### config.mk
export PLATFORM = sky130hd
export DESIGN_NAME = clock_display_scan_driver_core
export DESIGN_NICKNAME = d
export VERILOG_FILES = /design/src/rtl/cdsd_pkg.sv /design/src/rtl/cdsd_scan_logic.sv /design/src/rtl/clock_display_scan_driver_core.sv
export SDC_FILE = /design/constraint.sdc
export NUM_CORES = 1
export LEC_CHECK = 0
export ABC_CLOCK_PERIOD_IN_PS = 3600
export BUFFER_PORTS_ARGS = -buffer_cell sky130_fd_sc_hd__buf_4
export CORE_MARGIN = 1.5
export CORE_UTILIZATION = 35
export CTS_CLUSTER_DIAMETER = 150
export DETAILED_ROUTE_END_ITERATION = 7
export PLACE_DENSITY_LB_ADDON = 0.15
export SYNTH_ARGS = -nofsm -noshare
export SYNTH_HDL_FRONTEND = slang
export SYNTH_SLANG_ARGS = --single-unit
### constraint.sdc
create_clock -name i_clk -period 3.6 [get_ports i_clk]
set_input_delay 0.36 -clock i_clk [delete_from_list [all_inputs] [get_ports i_clk]]
set_output_delay 0.36 -clock i_clk [all_outputs]
set_load 0.1 [all_outputs]
### src/rtl/cdsd_pkg.sv
// cdsd_pkg: mode codes, result type and digit helpers for the clock display scan driver
// no dependencies; imported by cdsd_scan_logic, clock_display_scan_driver_core, scan_check_pkg and the test
package cdsd_pkg;

    localparam logic [2:0] MODE_SHOW_TIME    = 3'd0;
    localparam logic [2:0] MODE_ADJ_HOUR     = 3'd1;
    localparam logic [2:0] MODE_ADJ_MINUTE   = 3'd2;
    localparam logic [2:0] MODE_SHOW_ALARM   = 3'd3;
    localparam logic [2:0] MODE_ADJ_ALARM    = 3'd4;

    localparam logic [1:0] POS_HOUR_TENS     = 2'd0;
    localparam logic [1:0] POS_HOUR_UNITS    = 2'd1;
    localparam logic [1:0] POS_MINUTE_TENS   = 2'd2;
    localparam logic [1:0] POS_MINUTE_UNITS  = 2'd3;

    localparam logic [7:0] BLINK_THRESHOLD_RESET = 8'd63;

    typedef struct packed {
        logic [3:0] digit_enable;
        logic [6:0] segments;
        logic       colon_lit;
    } t_result;

    // tens digit of a 6-bit value (0..63)
    function automatic logic [3:0] tens_of(input logic [5:0] value);
        logic [3:0] tens;
        if (value >= 6'd60)      tens = 4'd6;
        else if (value >= 6'd50) tens = 4'd5;
        else if (value >= 6'd40) tens = 4'd4;
        else if (value >= 6'd30) tens = 4'd3;
        else if (value >= 6'd20) tens = 4'd2;
        else if (value >= 6'd10) tens = 4'd1;
        else                     tens = 4'd0;
        return tens;
    endfunction

    // units digit given the value and its tens digit
    function automatic logic [3:0] units_of(input logic [5:0] value, input logic [3:0] tens);
        logic [6:0] tens_x10;
        logic [6:0] diff;
        tens_x10 = {tens, 3'b000} + {2'b00, tens, 1'b0};
        diff     = {1'b0, value} - tens_x10;
        return diff[3:0];
    endfunction

    // seven-segment pattern, a..g on bits 0..6
    function automatic logic [6:0] seg_of(input logic [3:0] digit);
        logic [6:0] segs;
        case (digit)
            4'd0:    segs = 7'h3F;
            4'd1:    segs = 7'h06;
            4'd2:    segs = 7'h5B;
            4'd3:    segs = 7'h4F;
            4'd4:    segs = 7'h66;
            4'd5:    segs = 7'h6D;
            4'd6:    segs = 7'h7D;
            4'd7:    segs = 7'h07;
            4'd8:    segs = 7'h7F;
            4'd9:    segs = 7'h6F;
            default: segs = 7'h00;
        endcase
        return segs;
    endfunction

endpackage

### src/rtl/cdsd_scan_logic.sv
// cdsd_scan_logic: combinational decode of one scan tick into digit enable, segments and colon
// depends on cdsd_pkg
module cdsd_scan_logic (
    input  logic [2:0]       i_mode,
    input  logic [1:0]       i_pos,
    input  logic             i_phase,
    input  logic [4:0]       i_time_hour,
    input  logic [5:0]       i_time_minute,
    input  logic [4:0]       i_alarm_hour,
    input  logic [5:0]       i_alarm_minute,
    output cdsd_pkg::t_result o_result
);
    import cdsd_pkg::*;

    logic [5:0] hour;
    logic [5:0] minute;
    logic [3:0] hour_tens;
    logic [3:0] minute_tens;
    logic [3:0] digit;
    logic       show;
    logic       colon;
    logic       left_pair;

    assign left_pair = (i_pos == POS_HOUR_TENS) || (i_pos == POS_HOUR_UNITS);

    always_comb begin
        hour   = {1'b0, i_time_hour};
        minute = i_time_minute;
        show   = 1'b0;
        colon  = 1'b0;
        // the show flag is recomputed on every tick, so the pair under
        // adjustment follows the blink phase directly
        unique case (i_mode)
            MODE_SHOW_TIME: begin
                show  = 1'b1;
                colon = 1'b1;
            end
            MODE_ADJ_HOUR: begin
                show  = left_pair ? i_phase : 1'b1;
                colon = i_phase;
            end
            MODE_ADJ_MINUTE: begin
                show  = left_pair ? 1'b1 : i_phase;
                colon = i_phase;
            end
            MODE_SHOW_ALARM: begin
                hour   = {1'b0, i_alarm_hour};
                minute = i_alarm_minute;
                show   = 1'b1;
                colon  = 1'b1;
            end
            MODE_ADJ_ALARM: begin
                hour   = {1'b0, i_alarm_hour};
                minute = i_alarm_minute;
                show   = 1'b1;
                colon  = i_phase;
            end
            default: begin
                show  = 1'b0;
                colon = 1'b0;
            end
        endcase
    end

    assign hour_tens   = tens_of(hour);
    assign minute_tens = tens_of(minute);

    always_comb begin
        unique case (i_pos)
            POS_HOUR_TENS:   digit = hour_tens;
            POS_HOUR_UNITS:  digit = units_of(hour, hour_tens);
            POS_MINUTE_TENS: digit = minute_tens;
            default:         digit = units_of(minute, minute_tens);
        endcase
    end

    always_comb begin
        o_result.colon_lit    = colon;
        o_result.digit_enable = 4'd0;
        o_result.segments     = 7'd0;
        // leading zero of the hour is blanked
        if (show && !((i_pos == POS_HOUR_TENS) && (digit == 4'd0))) begin
            o_result.digit_enable = 4'd1 << i_pos;
            o_result.segments     = seg_of(digit);
        end
    end

endmodule

### src/rtl/clock_display_scan_driver_core.sv
// clock_display_scan_driver_core: top level of the four-digit multiplexed display scan driver
// depends on cdsd_pkg and cdsd_scan_logic
//
// Usage:
//   Input channel (i_in_valid / o_in_ready) carries one scan tick per transaction: display
//   mode, clock time and alarm time. Each accepted tick advances the digit position and
//   the blink timer, then yields exactly one result transaction on the output channel
//   (o_out_valid / i_out_ready): one-hot digit enable, segments a..g and the colon.
//   The blink threshold is written through i_cfg_wr_en / i_cfg_wr_data; the user must
//   do so only while idle, as the block itself does not enforce it.
//   Throughput: one tick per clock while o_in_ready is high; the position counter, blink
//   timer and digit decode feed the output register combinationally from the input handshake.
//   A skid register behind the output register lets a tick be accepted while a result
//   waits; o_in_ready drops only when both hold results, and rises again once the
//   receiver takes one.
//   Reset (synchronous, active low): position 0, blink timer 0, threshold 63, both
//   output buffers empty.
module clock_display_scan_driver_core (
    input  logic       i_clk,
    input  logic       i_rst_n,
    input  logic       i_in_valid,
    output logic       o_in_ready,
    input  logic [2:0] i_mode,
    input  logic [4:0] i_time_hour,
    input  logic [5:0] i_time_minute,
    input  logic [4:0] i_alarm_hour,
    input  logic [5:0] i_alarm_minute,
    output logic       o_out_valid,
    input  logic       i_out_ready,
    output logic [3:0] o_digit_enable,
    output logic [6:0] o_segments,
    output logic       o_colon_lit,
    input  logic       i_cfg_wr_en,
    input  logic [7:0] i_cfg_wr_data
);
    import cdsd_pkg::*;

    logic [7:0] r_threshold;
    logic [1:0] r_pos;
    logic [1:0] n_pos;
    logic [7:0] r_timer;
    logic [7:0] n_timer;
    logic       phase;
    logic       in_acc;
    logic       out_acc;
    t_result    new_result;
    t_result    r_out;
    t_result    r_skid;
    logic       r_out_valid;
    logic       r_skid_valid;

    assign o_in_ready = !r_skid_valid;
    assign in_acc     = i_in_valid && o_in_ready;
    assign out_acc    = r_out_valid && i_out_ready;

    assign n_pos   = r_pos + 2'd1;
    assign n_timer = r_timer + 8'd1;
    assign phase   = n_timer > r_threshold;

    cdsd_scan_logic u_scan (
        .i_mode         (i_mode),
        .i_pos          (n_pos),
        .i_phase        (phase),
        .i_time_hour    (i_time_hour),
        .i_time_minute  (i_time_minute),
        .i_alarm_hour   (i_alarm_hour),
        .i_alarm_minute (i_alarm_minute),
        .o_result       (new_result)
    );

    always_ff @(posedge i_clk) begin
        if (!i_rst_n) begin
            r_threshold <= BLINK_THRESHOLD_RESET;
        end else if (i_cfg_wr_en) begin
            r_threshold <= i_cfg_wr_data;
        end
    end

    always_ff @(posedge i_clk) begin
        if (!i_rst_n) begin
            r_pos   <= 2'd0;
            r_timer <= 8'd0;
        end else if (in_acc) begin
            r_pos   <= n_pos;
            r_timer <= n_timer;
        end
    end

    always_ff @(posedge i_clk) begin
        if (!i_rst_n) begin
            r_out_valid  <= 1'b0;
            r_skid_valid <= 1'b0;
        end else if (!r_out_valid || out_acc) begin
            // skid holds the older result, so it drains first
            r_out_valid  <= r_skid_valid || in_acc;
            r_skid_valid <= 1'b0;
        end else if (in_acc) begin
            r_skid_valid <= 1'b1;
        end
    end

    always_ff @(posedge i_clk) begin
        if (!r_out_valid || out_acc) begin
            r_out <= r_skid_valid ? r_skid : new_result;
        end
        if (r_out_valid && !out_acc && in_acc) begin
            r_skid <= new_result;
        end
    end

    assign o_out_valid    = r_out_valid;
    assign o_digit_enable = r_out.digit_enable;
    assign o_segments     = r_out.segments;
    assign o_colon_lit    = r_out.colon_lit;

    a_skid_behind_out: assert property (@(posedge i_clk) disable iff (!i_rst_n)
        r_skid_valid |-> r_out_valid)
        else $error("skid register holds a result while output register is empty");

    a_pos_advances: assert property (@(posedge i_clk) disable iff (!i_rst_n)
        (i_rst_n && in_acc) |=> (r_pos == $past(r_pos) + 2'd1)
                                && (r_timer == $past(r_timer) + 8'd1))
        else $error("scan counters did not advance on an accepted transaction");

    a_pos_holds: assert property (@(posedge i_clk) disable iff (!i_rst_n)
        (i_rst_n && !in_acc) |=> $stable(r_pos) && $stable(r_timer))
        else $error("scan counters moved without an accepted transaction");

    a_enable_onehot: assert property (@(posedge i_clk) disable iff (!i_rst_n)
        o_out_valid |-> $onehot0(o_digit_enable))
        else $error("more than one digit enabled");

    a_blank_no_segments: assert property (@(posedge i_clk) disable iff (!i_rst_n)
        (o_out_valid && (o_digit_enable == 4'd0)) |-> (o_segments == 7'd0))
        else $error("segments driven on a blanked digit");

endmodule

==> flow_summary.json <==
{
  "status": "finished clean",
  "hold_end": "r_threshold[4]",
  "place_area_um2": 4220,
  "die_height_um": 101,
  "layout.nets": 521,
  "synth-seq-cells": 44,
  "dr.pass1.iters": 5,
  "initial_utilization": 0.361,
  "yosysSeqAreaShare": 0.336,
  "ff2ff_path_depth": 14,
  "syn_area_per_cell_um2": 9.15,
  "multi_input_area_um2": 2160,
  "r2r-start": "r_timer[0]",
  "cts_buffers": 5,
  "switching_share": 0.400,
  "setup_viol": 0,
  "synth_xor_area_frac": 0.0420,
  "yosysWarnings": 0,
  "final_hold_viol_count": 0,
  "cts_root_buf": "clkbuf_8",
  "grt.total_usage": 0.153,
  "power_density_nw_per_um2": 424,
  "cts_tree": "built",
  "synth.mux.area_fraction": 0.0124,
  "grt_pass1_vias": 2820,
  "path_common_cell": "buf_4",
  "drv_slew": 0,
  "synthFlopType": "edfxtp_1",
  "diodes": 0,
  "cts_sinks": 44,
  "drc_errors": 0,
  "async_flop_share": 0,
  "synth_edf_count": 24,
  "ctsHoldBuffers": 0,
  "final_antenna_net_count": 0,
  "cp.arrival_ns": 3.59,
  "maxCapViolations": 0,
  "r2r_slack_ns": 0.35,
  "die-area_um2": 10100,
  "wl_per_cell_um": 12.9,
  "gp_congestion": 0.778,
  "die_w_um": 101,
  "dp_slack_ns": -0.302,
  "cp_cell_sequence": "buf_4 -> nand3b_4 -> nand2_8 -> buf_4 -> o221ai_2 -> maj3_2 -> o21ai_4 -> ha_4 -> and3_4 -> nand3_2 -> a21oi_1 -> a2bb2oi_2 -> o311ai_4 -> a31o_4 -> or2_4 -> or3_4 -> a311oi_2",
  "dpl.hpwl_um": 6030,
  "p_sw_mw": 0.753,
  "num_rows": 35,
  "fin_ws_ns": 0.130,
  "max_freq_mhz": 288,
  "nFillCells": 879,
  "vias": 3002,
  "min_from": "i_cfg_wr_data[4]",
  "syn2layout_area_growth_pct": 32.9,
  "yosys.area_share.simple": 0.208,
  "synth_compound_area_frac": 0.247,
  "worstHoldPathCells": 3,
  "clk_pin_slew_ns": 0.08,
  "crit_slowest_cell": "or3_4",
  "final_area_um2": 4440,
  "cp_data_required_time_ns": 3.72,
  "antenna_found_initial": 0,
  "ioPinCount": 52,
  "fin_crit_sh": 0.964,
  "fin_skew_ns": 0.00754,
  "crit_type": "primary input to flop",
  "crit_path_end_kind": "flop",
  "grt_first_pass_wirelength_um": 12600,
  "fin_crit_ns": 3.47,
  "cp_max_fo": 9,
  "hold_class": "primary input to flop",
  "drive_gt1_frac": 0.354,
  "leakage_nw": 1.89,
  "synthDistinctLibCells": 68,
  "max_slew_margin": 0.309,
  "insertion_delay_ns": 0.29,
  "crit_path_start_kind": "primary input",
  "final_common_cell": "buf_4",
  "worstMarginPinSlew_ns": 1.03,
  "internal-power_mw": 1.13,
  "wirelength_um": 7620,
  "htreeDepth": 2,
  "most-common-layout-cells": "buf_4, nand2_1, nor2_1",
  "reg2reg_to": "o_segments[3]",
  "syn_area_um2": 3340,
  "grt_max_degree": 21,
  "syn_nets": 426,
  "synth_top_family_by_area": "compound AO/OA/AOI/OAI gates",
  "grt_overflow": 0,
  "cpPeakStageDelay_ns": 0.40,
  "core_area_um2": 9240,
  "pwr-share-comb": 0.501,
  "seqPwrFrac": 0.323,
  "viasPerCell": 5.09,
  "port_buffers": 51,
  "clkPwrFrac": 0.176,
  "drtIter0Drc": 69,
  "cts_max_path_buffers": 2,
  "final_util": 0.480,
  "syn-instance-count": 365,
  "vdd_drop_max_v": 0.000190,
  "regArea_um2": 1120,
  "synth_adder_area_share": 0.0922
}
synth_stat cells (3+ instances only):
master	n	area share
nand2_1	33	0.037
a22oi_1	3	0.0067
dfxtp_1	20	0.12
o221ai_1	4	0.010
edfxtp_1	24	0.22
o21ai_0	14	0.021
a21o_1	4	0.0090
ha_1	23	0.086
o221ai_2	3	0.013
clkbuf_1	9	0.010
xnor2_1	8	0.021
or3_1	4	0.0075
xor2_1	8	0.021
nor3b_1	9	0.020
a21boi_0	6	0.013
and2_1	8	0.015
a21oi_1	12	0.018
nor3_1	4	0.0060
o221a_2	6	0.020
nand3_1	10	0.015
nand2b_1	4	0.0075
buf_6	5	0.017
o21ai_1	6	0.0090
nor2_1	33	0.037
nor2b_1	7	0.013
o211ai_1	9	0.020
o31ai_1	5	0.011
nand4_1	4	0.0075
buf_4	3	0.0067
mux2i_1	3	0.0090
inv_1	21	0.024
a211oi_1	5	0.011
worst max path at each step:
| stage | startpoint | to | slack [ns] | cells after the start |
|---|---|---|---|---|
| finish | i_mode[2] | o_segments[0] | 0.13 | 17 |
| global route | i_mode[1] | o_segments[3] | -0.01 | 19 |
| CTS | i_mode[1] | o_segments[0] | 0.02 | 16 |
| detailed placement | i_mode[1] | o_segments[0] | -0.30 | 16 |
| global placement | i_mode[1] | o_segments[2] | -0.16 | 17 |
| floorplan | i_mode[1] | o_segments[0] | -0.1 | 17 |
worst max-delay path, delay by kind of cell:
kind            cells  cell delay, ns
simple gates        6            1.22
compound gates      7            1.17
fa+ha+maj           2            0.56
buf+inv             2            0.27
layout make-up:
type                            instances  area share
Sequential cell                        44       0.253
Tap cell                              129      0.0364
Clock buffer                            8      0.0220
Multi-Input combinational cell        279       0.487
Timing Repair Buffer                  107       0.182
Inverter                               23      0.0200
timing repair:
action,in CTS,in global routing
buffers inserted,0,2
gates resized for setup,1,22
pin swaps,0,10
hold endpoints to repair,0,0
endpoints found under the setup margin,1,14
power by group through the flow:
stage                     logic, mW  registers (mW)  clock network [mW]
after floorplan               0.405           0.849                   0
after global placement        0.891           0.619                   0
after detailed placement      0.899           0.620                   0
after CTS                     0.902           0.609               0.339
after global routing           1.02           0.614               0.362
final                         0.943           0.608               0.331
routing by layer:
layer / vias to the layer above / global-route usage / share of wire
met4: 0 / 0.0477 / 0.014
met2: 77 / 0.277 / 0.49
met1: 1388 / 0.192 / 0.46
met3: 7 / 0.0139 / 0.033
met5: - / 0 / 0
li1: 1530 / - / -
metrics by stage:
step | instances | power, mW | setup TNS, ns | hold WS (ns)
3_3_place_gp | 580 | 1.51 | -1.43 | 0.471
5_1_grt | 590 | 1.99 | -0.0150 | 0.289
3_5_place_dp | 580 | 1.52 | -3.39 | 0.479
6_report | 590 | 1.88 | 0 | 0.284
2_1_floorplan | 365 | 1.25 | -0.137 | 0.448
4_1_cts | 588 | 1.85 | 0 | 0.281
flip-flops by register name, indices dropped and copies added, names as in the netlist:
signal / cells
r_skid_valid: 1
r_skid: 12
o_out_valid: 1
o_digit_enable: 4
o_colon_lit: 1
r_timer: 8
o_segments: 7
r_pos: 2
r_threshold: 8
logic make-up after synthesis:
kind of cell / Yosys count
adder cells (fa/ha/maj): 25
AO/OA/AOI/OAI: 103
multiplexers: 4
flip-flops: 44
AND/OR/NAND/NOR: 131
XOR/XNOR: 16
buffers and inverters: 42
(Power assumes the default switching activity.)
